### src/rtl/core/quoted_word_tokenizer_defines.svh
// ----------------------------------------------------------------------------
// Quoted word tokenizer assertion macros
// Shared concurrent assertion forms for the tokenizer RTL.
// ----------------------------------------------------------------------------
`ifndef QUOTED_WORD_TOKENIZER_DEFINES_SVH
`define QUOTED_WORD_TOKENIZER_DEFINES_SVH

// Same-cycle implication, checked outside reset.
`define QWT_ASSERT_IMPL(name, clk, rst_n, ante, cons, msg) \
    name: assert property (@(posedge clk) disable iff (!rst_n) (ante) |-> (cons)) \
        else $error(msg);

// Next-cycle implication, checked outside reset.
`define QWT_ASSERT_NEXT(name, clk, rst_n, ante, cons, msg) \
    name: assert property (@(posedge clk) disable iff (!rst_n) (ante) |=> (cons)) \
        else $error(msg);

`endif

### src/rtl/core/qwt_pkg.sv
// ----------------------------------------------------------------------------
// Quoted word tokenizer package
// Result kinds, command entry types and queue sizing.
// ----------------------------------------------------------------------------
package qwt_pkg;

    localparam int QWT_QAW    = 2;
    localparam int QWT_QDEPTH = 1 << QWT_QAW;

    localparam logic [7:0] QWT_SQUOTE  = 8'h27;
    localparam logic [7:0] QWT_DQUOTE  = 8'h22;
    localparam logic [7:0] QWT_ESC_RST = 8'h5C;

    typedef enum logic [1:0] {
        KIND_BYTE = 2'd0,
        KIND_EOW  = 2'd1,
        KIND_EOL  = 2'd2
    } t_kind;

    typedef struct packed {
        t_kind      kind;
        logic [7:0] ch;
    } t_res;

    // One queue entry: one or two results of a single input item.
    typedef struct packed {
        logic two;
        t_res r0;
        t_res r1;
    } t_cmd;

    typedef struct packed {
        logic empty;
        logic full;
    } t_qstat;

endpackage

### src/rtl/core/quoted_word_tokenizer.sv
// ----------------------------------------------------------------------------
// Quoted word tokenizer
// Splits a byte stream into shell-style words with quotes and an escape byte.
// ----------------------------------------------------------------------------
// Usage:
//   Input channel (i_valid / o_ready): one byte per transfer in i_char_in, or
//   an end-of-line item with i_line_end high. One item is taken per cycle
//   while the command queue has room.
//   Output channel (o_valid / i_ready): one result per transfer; o_kind is a
//   word byte, an end of word or an end of line, o_char_out the byte or zero.
//   An item yields zero, one or two results; a held escape byte comes out
//   together with the byte after it.
//   An accepted item goes into the queue, then into the output register
//   behind o_valid. Throughput: one item per cycle while the queue has room;
//   the output side moves one result per cycle while i_ready is high.
//   The four-entry queue lets input continue while the receiver stalls;
//   o_ready drops only when it is full.
//   i_cfg_we writes the escape byte from i_cfg_wdata; write only while idle.
//   Reset (synchronous, active low) empties the queue, clears line state and
//   restores backslash as the escape byte.
// ----------------------------------------------------------------------------
module quoted_word_tokenizer
    import qwt_pkg::*;
(
    input  logic       i_clk,
    input  logic       i_rst_n,
    input  logic       i_valid,
    output logic       o_ready,
    input  logic [7:0] i_char_in,
    input  logic       i_line_end,
    output logic       o_valid,
    input  logic       i_ready,
    output logic [1:0] o_kind,
    output logic [7:0] o_char_out,
    input  logic       i_cfg_we,
    input  logic [7:0] i_cfg_wdata
);

    t_qstat stat;
    t_cmd   push_cmd;
    t_cmd   head;
    logic   push;
    logic   pop;

    // Classify each byte and queue its results.
    qwt_front u_front (
        .i_clk       (i_clk),
        .i_rst_n     (i_rst_n),
        .i_valid     (i_valid),
        .o_ready     (o_ready),
        .i_char_in   (i_char_in),
        .i_line_end  (i_line_end),
        .i_cfg_we    (i_cfg_we),
        .i_cfg_wdata (i_cfg_wdata),
        .i_stat      (stat),
        .o_push      (push),
        .o_cmd       (push_cmd)
    );

    // Decouple the two sides so each can stall on its own.
    qwt_queue u_queue (
        .i_clk      (i_clk),
        .i_rst_n    (i_rst_n),
        .i_push     (push),
        .i_push_cmd (push_cmd),
        .i_pop      (pop),
        .o_head     (head),
        .o_stat     (stat)
    );

    // Drain queued commands one result per transfer.
    qwt_back u_back (
        .i_clk      (i_clk),
        .i_rst_n    (i_rst_n),
        .i_head     (head),
        .i_stat     (stat),
        .o_pop      (pop),
        .o_valid    (o_valid),
        .i_ready    (i_ready),
        .o_kind     (o_kind),
        .o_char_out (o_char_out)
    );

endmodule

### src/rtl/core/qwt_front.sv
// ----------------------------------------------------------------------------
// Tokenizer front end
// Accepts bytes, tracks word and quote state, queues the results per item.
// ----------------------------------------------------------------------------
`include "quoted_word_tokenizer_defines.svh"

module qwt_front
    import qwt_pkg::*;
(
    input  logic       i_clk,
    input  logic       i_rst_n,
    input  logic       i_valid,
    output logic       o_ready,
    input  logic [7:0] i_char_in,
    input  logic       i_line_end,
    input  logic       i_cfg_we,
    input  logic [7:0] i_cfg_wdata,
    input  t_qstat     i_stat,
    output logic       o_push,
    output t_cmd       o_cmd
);

    typedef enum logic [1:0] {
        PH_SPACES = 2'd0,
        PH_WORD   = 2'd1,
        PH_QUOTE  = 2'd2
    } t_phase;

    t_phase     r_phase, n_phase;
    logic       r_qsingle, n_qsingle;
    logic       r_blank, n_blank;
    logic       r_nonempty, n_nonempty;
    logic       r_esc_pending, n_esc_pending;
    logic [7:0] r_esc;

    logic       accept;
    logic       is_ws;
    logic       in_word;
    logic [1:0] n_res;
    t_cmd       cmd;

    assign accept  = i_valid && !i_stat.full;
    assign o_ready = !i_stat.full;
    assign is_ws   = (i_char_in == 8'h20) || (i_char_in >= 8'h09 && i_char_in <= 8'h0D);
    assign in_word = (r_phase == PH_WORD) || (r_phase == PH_QUOTE);

    always_comb begin
        n_phase       = r_phase;
        n_qsingle     = r_qsingle;
        n_blank       = r_blank;
        n_nonempty    = r_nonempty;
        n_esc_pending = r_esc_pending;
        n_res         = 2'd0;
        cmd.two       = 1'b0;
        cmd.r0        = '{kind: KIND_BYTE, ch: i_char_in};
        cmd.r1        = '{kind: KIND_BYTE, ch: i_char_in};

        if (i_line_end) begin
            // close an open word, then mark the end of the line
            if (in_word && (r_blank || r_nonempty)) begin
                n_res  = 2'd2;
                cmd.r0 = '{kind: KIND_EOW, ch: 8'h00};
                cmd.r1 = '{kind: KIND_EOL, ch: 8'h00};
            end else begin
                n_res  = 2'd1;
                cmd.r0 = '{kind: KIND_EOL, ch: 8'h00};
            end
            n_phase       = PH_SPACES;
            n_qsingle     = 1'b0;
            n_blank       = 1'b0;
            n_nonempty    = 1'b0;
            n_esc_pending = 1'b0;
        end else if (r_esc_pending) begin
            // release the held escape byte with its follower
            n_res         = 2'd2;
            cmd.r0        = '{kind: KIND_BYTE, ch: r_esc};
            n_esc_pending = 1'b0;
            n_nonempty    = 1'b1;
        end else if (r_phase == PH_QUOTE) begin
            if (i_char_in == (r_qsingle ? QWT_SQUOTE : QWT_DQUOTE)) begin
                n_phase    = PH_WORD;
                n_nonempty = 1'b1;
                n_res      = 2'd1;
            end else if (i_char_in == r_esc && !r_qsingle) begin
                n_esc_pending = 1'b1;
            end else begin
                n_nonempty = 1'b1;
                n_res      = 2'd1;
            end
        end else if (is_ws) begin
            if (r_phase == PH_WORD && (r_blank || r_nonempty)) begin
                n_res  = 2'd1;
                cmd.r0 = '{kind: KIND_EOW, ch: 8'h00};
            end
            n_phase    = PH_SPACES;
            n_blank    = 1'b0;
            n_nonempty = 1'b0;
        end else if (i_char_in == QWT_SQUOTE || i_char_in == QWT_DQUOTE) begin
            n_qsingle  = (i_char_in == QWT_SQUOTE);
            n_blank    = 1'b1;
            n_phase    = PH_QUOTE;
            n_nonempty = 1'b1;
            n_res      = 2'd1;
        end else if (i_char_in == r_esc) begin
            n_phase       = PH_WORD;
            n_esc_pending = 1'b1;
        end else begin
            n_phase    = PH_WORD;
            n_nonempty = 1'b1;
            n_res      = 2'd1;
        end
        cmd.two = (n_res == 2'd2);
    end

    assign o_push = accept && (n_res != 2'd0);
    assign o_cmd  = cmd;

    always_ff @(posedge i_clk) begin
        if (!i_rst_n) begin
            r_phase       <= PH_SPACES;
            r_qsingle     <= 1'b0;
            r_blank       <= 1'b0;
            r_nonempty    <= 1'b0;
            r_esc_pending <= 1'b0;
            r_esc         <= QWT_ESC_RST;
        end else begin
            if (accept) begin
                r_phase       <= n_phase;
                r_qsingle     <= n_qsingle;
                r_blank       <= n_blank;
                r_nonempty    <= n_nonempty;
                r_esc_pending <= n_esc_pending;
            end
            if (i_cfg_we) begin
                r_esc <= i_cfg_wdata;
            end
        end
    end

    `QWT_ASSERT_IMPL(a_esc_in_word, i_clk, i_rst_n, r_esc_pending,
        r_phase == PH_WORD || r_phase == PH_QUOTE, "escape held outside a word")
    `QWT_ASSERT_NEXT(a_eol_clears, i_clk, i_rst_n, accept && i_line_end,
        !r_esc_pending && r_phase == PH_SPACES, "line state not cleared at end of line")

endmodule

### src/rtl/core/qwt_queue.sv
// ----------------------------------------------------------------------------
// Tokenizer command queue
// Small register FIFO between the front end and the result sequencer.
// ----------------------------------------------------------------------------
`include "quoted_word_tokenizer_defines.svh"

module qwt_queue
    import qwt_pkg::*;
(
    input  logic   i_clk,
    input  logic   i_rst_n,
    input  logic   i_push,
    input  t_cmd   i_push_cmd,
    input  logic   i_pop,
    output t_cmd   o_head,
    output t_qstat o_stat
);

    t_cmd               r_mem [QWT_QDEPTH];
    logic [QWT_QAW-1:0] r_wr_ptr;
    logic [QWT_QAW-1:0] r_rd_ptr;
    logic [QWT_QAW:0]   r_count;

    assign o_head       = r_mem[r_rd_ptr];
    assign o_stat.empty = (r_count == '0);
    assign o_stat.full  = (r_count == QWT_QAW'(0) + (QWT_QAW+1)'(QWT_QDEPTH));

    always_ff @(posedge i_clk) begin
        if (i_push) begin
            r_mem[r_wr_ptr] <= i_push_cmd;
        end
    end

    always_ff @(posedge i_clk) begin
        if (!i_rst_n) begin
            r_wr_ptr <= '0;
            r_rd_ptr <= '0;
            r_count  <= '0;
        end else begin
            if (i_push) begin
                r_wr_ptr <= r_wr_ptr + 1'b1;
            end
            if (i_pop) begin
                r_rd_ptr <= r_rd_ptr + 1'b1;
            end
            unique case ({i_push, i_pop})
                2'b10:   r_count <= r_count + 1'b1;
                2'b01:   r_count <= r_count - 1'b1;
                default: r_count <= r_count;
            endcase
        end
    end

    `QWT_ASSERT_IMPL(a_no_overflow, i_clk, i_rst_n, i_push, !o_stat.full,
        "push into a full queue")
    `QWT_ASSERT_IMPL(a_ptr_track, i_clk, i_rst_n, r_count == '0 || o_stat.full,
        r_wr_ptr == r_rd_ptr, "queue pointers disagree with fill count")

endmodule

### src/rtl/core/qwt_back.sv
// ----------------------------------------------------------------------------
// Tokenizer result sequencer
// Unpacks queued commands into single results behind an output register.
// ----------------------------------------------------------------------------
`include "quoted_word_tokenizer_defines.svh"

module qwt_back
    import qwt_pkg::*;
(
    input  logic       i_clk,
    input  logic       i_rst_n,
    input  t_cmd       i_head,
    input  t_qstat     i_stat,
    output logic       o_pop,
    output logic       o_valid,
    input  logic       i_ready,
    output logic [1:0] o_kind,
    output logic [7:0] o_char_out
);

    logic  r_half;
    logic  r_out_valid;
    t_res  r_out;
    logic  load;
    t_res  sel;

    assign load  = (!r_out_valid || i_ready) && !i_stat.empty;
    assign sel   = r_half ? i_head.r1 : i_head.r0;
    assign o_pop = load && (r_half || !i_head.two);

    always_ff @(posedge i_clk) begin
        if (!i_rst_n) begin
            r_half      <= 1'b0;
            r_out_valid <= 1'b0;
        end else if (load) begin
            r_out_valid <= 1'b1;
            r_half      <= i_head.two && !r_half;
        end else if (i_ready) begin
            r_out_valid <= 1'b0;
        end
    end

    always_ff @(posedge i_clk) begin
        if (load) begin
            r_out <= sel;
        end
    end

    assign o_valid    = r_out_valid;
    assign o_kind     = r_out.kind;
    assign o_char_out = r_out.ch;

    `QWT_ASSERT_IMPL(a_half_has_head, i_clk, i_rst_n, r_half, !i_stat.empty,
        "second result pending without a queued command")

endmodule
### config.mk
export PLATFORM = sky130hd
export DESIGN_NAME = quoted_word_tokenizer
export DESIGN_NICKNAME = d
export VERILOG_FILES = /design/src/rtl/core/qwt_pkg.sv /design/src/rtl/core/quoted_word_tokenizer.sv /design/src/rtl/core/qwt_front.sv /design/src/rtl/core/qwt_queue.sv /design/src/rtl/core/qwt_back.sv
export VERILOG_INCLUDE_DIRS = /design/src /design/src/rtl/core
export SDC_FILE = /design/constraint.sdc
export NUM_CORES = 1
export LEC_CHECK = 0
export BUFFER_PORTS_ARGS = -buffer_cell sky130_fd_sc_hd__buf_2
export CELL_PAD_IN_SITES_DETAIL_PLACEMENT = 0
export CELL_PAD_IN_SITES_GLOBAL_PLACEMENT = 1
export CORE_ASPECT_RATIO = 1.2
export CORE_MARGIN = 2
export CORE_UTILIZATION = 45
export DETAILED_ROUTE_END_ITERATION = 10
export GPL_ROUTABILITY_DRIVEN = 0
export GPL_TIMING_DRIVEN = 1
export PLACE_DENSITY_LB_ADDON = 0.1
export SLEW_MARGIN = 10
export SYNTH_ARGS = -nofsm -noshare
export SYNTH_HDL_FRONTEND = slang
export SYNTH_HIERARCHICAL = 1
export SYNTH_SLANG_ARGS = --single-unit
### constraint.sdc
create_clock -name i_clk -period 4.7 [get_ports i_clk]
set_input_delay 1.41 -clock i_clk [delete_from_list [all_inputs] [get_ports i_clk]]
set_output_delay 1.41 -clock i_clk [all_outputs]
set_load 0.02 [all_outputs]
==> results by group <==
Outcome
  – Outcome: completed

Logic synthesis
  – Yosys reg bits: 119
  – Synthesized area per cell: 15.48 um^2
  – Most common cell in the netlist: edfxtp_1
  – Synth cell count leaders: edfxtp_1 (94), dfxtp_1 (25), mux4_2 (20), nor2_1 (18), and2_1 (17)
  – Synth Warn #: 6
  – Post-Syn Instances: 333
  – Ys async rst share: 0%
  – Synth unique cells: 53
  – Area leader, netlist: edfxtp_1
  – Main flop type after synthesis: edfxtp_1
  – Post-synth EDFFs: 94
  – Syn Nets: 363
  – Post-Synthesis Cell Area: 0.005155 mm^2
  – Synth top area share: 54.76%
  – Main area contributors after synthesis: edfxtp_1 (55%), dfxtp_1 (9.7%), mux4_2 (8.7%)
  – Sequential area share after synthesis: 64.47%

Worst setup path
  – CP top delay family: compound AO/OA/AOI/OAI gates
  – Slowest cell on crit path: nor3_2
  – Slowest Stage Delay on Critical Path: 430 ps
  – Worst EP required: 5030 ps
  – Setup CP Type: input port to flop
  – Buffers & Inverters on Critical Path: 3
  – WP data arrival: 4070 ps
  – Critical Path, Cell by Cell: buf_2, nor3_2, nand3_1, o311ai_1, a31oi_1, a211oi_1, inv_1, ha_1, inv_1, fa_1, xor2_1, or3_1, a21boi_0
  – Critical path's most frequent cell: inv_1
  – Max FO, Critical Path: 7
  – Crit. End Element: flop
  – Worst setup SP type: input port

Cells and area
  – Layout cells sized above 1: 26.72%
  – Total Nets Final: 410
  – Non-filler instance count after layout: 547
  – Antenna Cells: 0
  – Fillers: 922
  – Register area: 0.003323 mm^2
  – Area growth syn-to-layout: 18.64%
  – Multi-input gate area: 0.001702 mm^2
  – Util after Layout: 55.16%
  – Final instance area: 0.006116 mm^2

Place
  – Dpl cells: 515
  – Post-DP HPWL: 6141 um
  – Placement-stage cell area: 0.005495 mm^2
  – Pre-CTS setup slack: 527.2 ps
  – IO Port Bufs: 33

Floorplanning
  – IO Count: 34
  – Effective utilization at floorplan: 46.49%
  – Die X: 101.7 um
  – Die area: 0.01233 mm^2
  – Core Region: 0.01109 mm^2
  – Die H: 121.2 um
  – Row count: 42

Timing
  – Final hold vios: 0
  – Worst slew pin tran: 1081 ps
  – Final WS setup: 958.7 ps
  – Hold_ws: 510.1 ps
  – Final slew viol count: 0
  – Unrepaired setup endpoints after global routing: no
  – Fin crit share: 79.60%
  – Setup_tns: 0 ps
  – Clk_skew: 12.34 ps
  – Final worst path period need: 3741 ps
  – Maximum clock rate: 267.3 MHz
  – Final setup vio count: 0
  – Slew margin rel.: 27.66%

Clock network
  – Sink Count: 119
  – TritonCTS clock tree: built
  – Hold buffer count at cts: 0
  – Setup Fix Bufs, Post-CTS: 0
  – Clk root buf: clkbuf_16
  – CTS clk-pin slew, worst paths: 50 ps
  – CTS resizes: 0
  – Total CTS buffers: 17
  – Bufs on Longest Clock Path: 2
  – Worst skew pair latency: 400 ps
  – H-tree depth: 4

Power and ir drop
  – VDD IR max: 0.0002611 V
  – Leakage: 2.208 nW
  – Cell Pwr Density: 583.5 mW/mm^2
  – Total power: 3.569 mW

Global routing
  – Largest net degree at the start of global routing: 27
  – Initial antenna violation count: 0
  – Number of global-route vias before repair: 2882
  – Total GRT Usage: 17.52%
  – First-pass GRT wire length: 15670 um
  – Grt ovf: 0

Run
  – Max_cap viols: 0

Hold path
  – HP Class: flop to flop

Route
  – DR top layer: met4
  – Routed WL: 9731 um
  – First-iteration detailed-routing DRC count: 116
  – Via Count: 2860
  – Met1 Wirelength: 4413 um
  – Drt via density: 5.229
  – Metal3 WL: 291 um
  – Met2 routed WL: 4910 um
  – Antenna Nets Post-Route: 0
  – DR WL/cell: 17.79 um
  – TritonRoute pass-1 iters: 4
  – DRC errors left: 0
[registers in the layout (all words and copies together), names as in the netlist, 2 cells and up, named ones only]
name / count
u_queue/r_count: 3
u_queue/r_mem: 84
u_front/r_esc: 8
u_queue/r_wr_ptr: 2
u_queue/r_rd_ptr: 2
u_back/o_char_out: 8
u_back/o_kind: 2
u_front/r_phase: 2
[final cells by class]
type                       count  area share (%)
clock inverter                 5          0.8797
tap                          154           3.151
timing repair buffer          41           3.682
clock buffer                  27           9.268
sequential                   119           54.34
inverter                      14          0.8592
multi-input combinational    187           27.82
[worst register-to-register path: stages, from the launching register on]
cell	delay [ps]
dfxtp_1	300
buf_4	300
mux4_2	350
and2b_2	210
nor3_1	370
ha_1	270
inv_1	70
fa_1	420
xor2_1	160
or3_1	300
a21boi_0	150
[final timing paths]
path,from,end,slack [ps],depth (start not counted)
worst min-delay path,u_front/r_blank,u_front/r_blank,510,1
worst min register to register,u_front/r_blank,u_front/r_blank,510,1
worst max-delay path,i_char_in[4],u_queue/r_count[2],960,13
worst max register to register,flop,u_queue/r_count[2],1710,10
[per-layer routing]
layer	up-vias	global-route usage (%)
met3	13	4.666
met4	0	6.503
met2	52	27.88
met1	1439	22.99
met5	-	0
li1	1356	-
[report_power, final]
part	internal (mW)	switching [mW]	total (mW)	leakage, nW
sequential	1.37	0.0547	1.42	1.08
combinational	0.395	0.446	0.842	0.816
clock	0.877	0.428	1.31	0.309
[cell usage in the layout, fill, tap and decap left out, drive strengths merged, types with 2 or more instances in the layout]
cell type | Yosys | final
edfxtp | 94 | 94
buf | 6 | 41
clkbuf | 7 | 27
dfxtp | 25 | 25
mux4 | 21 | 21
nor2 | 18 | 18
and2 | 17 | 17
inv | 14 | 14
mux2i | 13 | 13
nand2 | 12 | 12
xor2 | 10 | 10
mux2 | 10 | 10
nor3 | 9 | 9
nor2b | 9 | 9
a21oi | 8 | 8
ha | 7 | 7
o21ai | 7 | 7
a22o | 5 | 5
or3 | 4 | 4
xnor2 | 4 | 4
clkinv | 0 | 4
o21a | 2 | 2
nand2b | 2 | 2
nand3 | 2 | 2
o22ai | 2 | 2
a211o | 2 | 2
nand4 | 2 | 2
a31oi | 2 | 2
and3 | 2 | 2
[cells by family (layout without fill, tap and decap cells)]
logic type | Yosys count | count (layout) | share of synthesized area, %
xor gates and xnor gates | 14 | 14 | 2.378
adders and majority gates | 8 | 8 | 2.087
and+or+nand+nor | 83 | 83 | 8.811
buffers and inverters | 27 | 87 | 2.524
AOI/OAI and AO/OA | 37 | 37 | 5.049
other | 1 | 1 | 0.07275
DFF | 119 | 119 | 64.47
muxes | 44 | 44 | 14.61
(Power assumes the default switching activity.)
